==> src/sv/absr_mul_dt.sv <==
// Scaling of a signed Q16.16 value by an unsigned Q0.16 step, floor rounding.
// Depends on nothing; one multiplier, registered.
module absr_mul_dt (
    input  logic              clk,
    input  logic signed [31:0] a,
    input  logic [15:0]       dt,
    output logic signed [31:0] p_reg
);
    logic signed [48:0] prod;
    assign prod = a * $signed({1'b0, dt});
    // Arithmetic shift floors toward minus infinity; |result| < 2^31.
    always_ff @(posedge clk)
    begin
        p_reg <= prod[47:16];
    end
endmodule

==> config.mk <==
export PLATFORM = sky130hd
export DESIGN_NAME = absr_mul_dt
export DESIGN_NICKNAME = d
export VERILOG_FILES = /design/src/sv/absr_mul_dt.sv
export SDC_FILE = /design/constraint.sdc
export NUM_CORES = 1
export LEC_CHECK = 0
export BUFFER_PORTS_ARGS = -buffer_cell sky130_fd_sc_hd__buf_2
export CELL_PAD_IN_SITES_DETAIL_PLACEMENT = 1
export CELL_PAD_IN_SITES_GLOBAL_PLACEMENT = 1
export CORE_MARGIN = 5
export CORE_UTILIZATION = 55
export DETAILED_ROUTE_END_ITERATION = 8
export GPL_TIMING_DRIVEN = 0
export PLACE_DENSITY = 0.95
export SLEW_MARGIN = 20
export SYNTH_ARGS = -nofsm -noshare
export SYNTH_HDL_FRONTEND = slang
export SYNTH_SLANG_ARGS = --single-unit
==> constraint.sdc <==
create_clock -name clk -period 17.1 [get_ports clk]
set_input_delay 0.855 -clock clk [delete_from_list [all_inputs] [get_ports clk]]
set_output_delay 0.855 -clock clk [all_outputs]
set_load 0.01 [all_outputs]
# Word-level counts from Yosys, hierarchy flattened

Cells that the tools add are included.

Multipliers: 1

Operators with widths:

| cell                                           | count |
|---|---|
| 32-bit by 17-bit multiplier with 48-bit output | 1 |

Flip-flop bits (word level): 32
Bits of input ports: 49
Output and inout port bits: 32
Logic and storage cells: 2

# Depth between registers and ports, before layout

Depth after elaboration: 1
Depth in mapped cells: 23
Depth with buffers taken out: 22

# Worst setup path before layout

OpenSTA, ideal clock, no wires.

Path type: input -> register
Start: input port dt[8]
End: register p_reg[31]
Library setup time: 116 ps
Arrival time: 6243 ps
Data required time: 16984 ps
Path slack: 10741 ps
Stages on the path: 23
Path buffers: 2
Cell sequence: clkbuf_1 > nand2_1 > fa_1 > inv_1 > fa_1 > inv_1 > fa_1 > inv_1 > fa_1 > fa_1 > inv_1 > fa_1 > inv_1 > ha_1 > buf_6 > a21oi_4 > o21ai_2 > a221oi_2 > o22ai_2 > o21ai_2 > o21ai_2 > or4_1 > and3_1

Longest elaborated chain between the ends: 1

RTL lines:

| what                                           | line | source |
|---|---|---|
| start: declaration                             | 6    | `input logic [15:0] dt,` |
| 32-bit by 17-bit multiplier with 48-bit output | 10   | `assign prod = a * $signed({1'b0, dt});` |
| named net prod[47]                             | 9    | `logic signed [48:0] prod;` |
| end signal: assignment                         | 14   | `p_reg <= prod[47:16];` |
| end: declaration                               | 7    | `output logic signed [31:0] p_reg` |

The timed path passes the listed nets, and every way through them passes these cells.

# Final worst setup path

Start: input port a[19]
End: register p_reg[29]

Longest elaborated chain between the ends: 1

RTL lines:

| what                                           | line | source |
|---|---|---|
| start: declaration                             | 5    | `input logic signed [31:0] a,` |
| 32-bit by 17-bit multiplier with 48-bit output | 10   |  |
| named net prod[45]                             | 9    |  |

The timed path passes the listed nets, and every way through them passes these cells.

==> impl_results.md <==
- Outcome: complete, no violations
- Post-synth top area share: 0.536
- Hpwl dp: 56,300 um
- Vias: 14,800
- Main synth FF type: dfxtp_1
- Required time of the critical path: roughly 17,000 ps
- Worst EP arrival: 8510 ps
- Initial antenna violation count: 6
- Max-slew violation count: 0
- Largest net degree at the start of global routing: 11
- Hold Fails Final Rpt: 0
- Largest area contributor in the netlist: fa_1
- TritonCTS Buffers: 5
- Cell count after synthesis: about 2,000
- HP Start: p_reg[30]$_DFF_P_
- Most common cell after layout, fill and taps aside: inv_1
- DRT iter0 DRCs: approximately 1,100
- Yosys warnings: 0
- Distinct cells, synth: 50
- Post-synthesis register bit count: 32
- Metal-1 WL: 21,300 um
- # H-tree levels: 2
- Post-CTS Hold Buffers: 0
- Final net count: 2,723
- CP dominant cell by count: fa_1
- Mean Syn Cell Area: 9.04 um2
- Hold Path Sink: p_reg[30]
- Asr flop ratio synth: 0
- Most frequent cells in the layout: inv_1, fa_1, nand2_1, and2_1, ha_1
- Met3 WL: 6670 um
- Maxcap violations: 0
- Gr usage total: 0.380
- Die area: 0.0365 mm2
- Core Footprint: 0.0325 mm2
- Drt wl/cell: between 20 and 30 um
- Routed wl met2: 31,900 um
- Final Cycle Share: 0.484
- Unrepaired setup endpoints after global routing: no
- Max Used Layer: met5
- Post CTS Setup Buffer Count: 0
- Setup Viol. Count Final: 0
- CTS tree: yes
- Slew @ Worst Pin: 1090 ps
- Max_slew headroom: 0.271
- Crit-path max FO: 10
- Inst Count DP: 2,515
- Die height: 191 um
- Worst-case clock buffer depth: 2
- Share of cells above drive strength 1: 0.0524
- CP Class: primary input to flip-flop
- Setup TNS: 0 ps
- Row count: 66
- IO Pins: slightly above 80
- Clk sink count: 32
- Post-CTS sizing: 0
- Critical Path, Cell by Cell: buf_2, clkbuf_1, nand2_1, fa_1, fa_1, fa_1, inv_1, fa_1, fa_1, inv_1, fa_1, inv_1, ha_1, a21oi_1, o21ai_0, a311oi_1, o31ai_1, o211ai_1, nand3_1, a211oi_1, xnor2_1
- Critical path origin: a[19]
- DR pass1 iterations: 5
- Input/output buffers: 80
- Vias/cell: slightly below 6
- Root Driver: clkbuf_16
- Setup crit start kind: primary input
- CP peak stage delay: 900 ps
- Hold Path Depth: 1
- Antenna-violating nets left: 0
- Crit-path slowest cell: a311oi_1
- First-pass GRT wire length: 102,000 um
- Leading post-synthesis cells by cell area: fa_1, inv_1, ha_1
- Vias in the first global route: ~18,000
- Post-Route WL: about 66,000 um
- Seq/Total Area, Yosys: 0.0356
- Fin cells: between 2,000 and 3,000
- DRC errors left: 0
- Syn_nets: between 2,000 and 3,000
- CP endpoint kind: flip-flop
- CTS clk-pin slew, worst paths: 60 ps
- Min Tclk post-route: a little over 8000 ps
- Fmax: 121 MHz
- GRT overflow: 0
- P&R area growth vs syn: 6.17%
- Die Width: about 190 um
- Min-Delay Path Class: flip-flop to output pin
- Synth Cell Area: 0.0180 mm2
- Initial Util: 0.555
- Final Wtd Congestion: 0.977
- EDFF count, synth: 0
- Number of flip-flops in the largest register: 32
[cell usage after synthesis (2+ instances only)]
cell      number
nand3_1        6
a21oi_4        2
a21oi_2        4
a211oi_1       3
nor2_1        20
dfxtp_1       32
and3_1         4
ha_1         112
buf_6          2
inv_1        546
xor2_1        11
a221oi_2       2
o21a_1         2
a31oi_1        3
a41oi_1        2
o21ai_1        5
a21oi_1       33
o21bai_1      10
o211ai_1       2
o21ai_0       12
a21o_1         8
xnor2_1       30
and2_1       223
fa_1         482
nor3_1         5
clkbuf_1      80
nand4_1        8
and3_2         2
nand2_1      319
o21ai_2        3
[how the worst max path moves through the flow]
stage                        end  slack, ps
2_1_floorplan  p_reg[31]$_DFF_P_      10740
3_3_place_gp   p_reg[29]$_DFF_P_       9140
3_5_place_dp   p_reg[29]$_DFF_P_       8890
4_1_cts        p_reg[29]$_DFF_P_       9220
5_1_grt        p_reg[29]$_DFF_P_       8760
6_report       p_reg[29]$_DFF_P_       8830
[metal layers]
metal	vias up	GRT usage
met5	-	0
met4	4	0.292
met3	443	0.107
met2	985	0.645
met1	7536	0.400
li1	5834	-
[area by class of cell]
cell class                 count  area (um2)
antenna                        4        10.0
fill                        3860       13300
inverter                     546        2050
clock buffer                   6         139
timing repair buffer          80         400
buffer                        83         328
multi-input combinational   1332       15000
tap                          442         553
clock inverter                 2        10.0
sequential                    32         641
[metrics by stage]
stage | area [um2] | util | hold slack, ps | worst slack, ps
after floorplan | 18000 | - | 1160 | 10740
after global placement | 19000 | 0.585 | 1250 | 9140
after detailed placement | 19000 | 0.585 | 1250 | 8890
after CTS | 19100 | 0.589 | 1600 | 9220
after global routing | 19100 | 0.589 | 1610 | 8760
final | 19100 | 0.589 | 1590 | 8830
[critical path, delay by kind of cell]
kind / cells / cell delay (ps)
AOI/OAI and AO/OA: 6 / 2460
xor gates and xnor gates: 1 / 180
adders and majority gates: 7 / 3480
buffers and inverters: 5 / 900
and+or+nand+nor: 2 / 600
[kinds of logic (layout without fill, tap and decap cells)]
family,after synthesis,in the layout,share of synthesized area
buffers and inverters,629,717,0.132
adder cells (fa/ha/maj),594,594,0.613
AND/OR/NAND/NOR,594,594,0.159
AO/OA/AOI/OAI,103,103,0.0400
XOR/XNOR,41,41,0.0199
flip-flops,32,32,0.0356
other,0,4,0
Power is left out: the tool's default activity adds up to more than one toggle a clock period on the data nets, which glitch-free logic cannot reach.
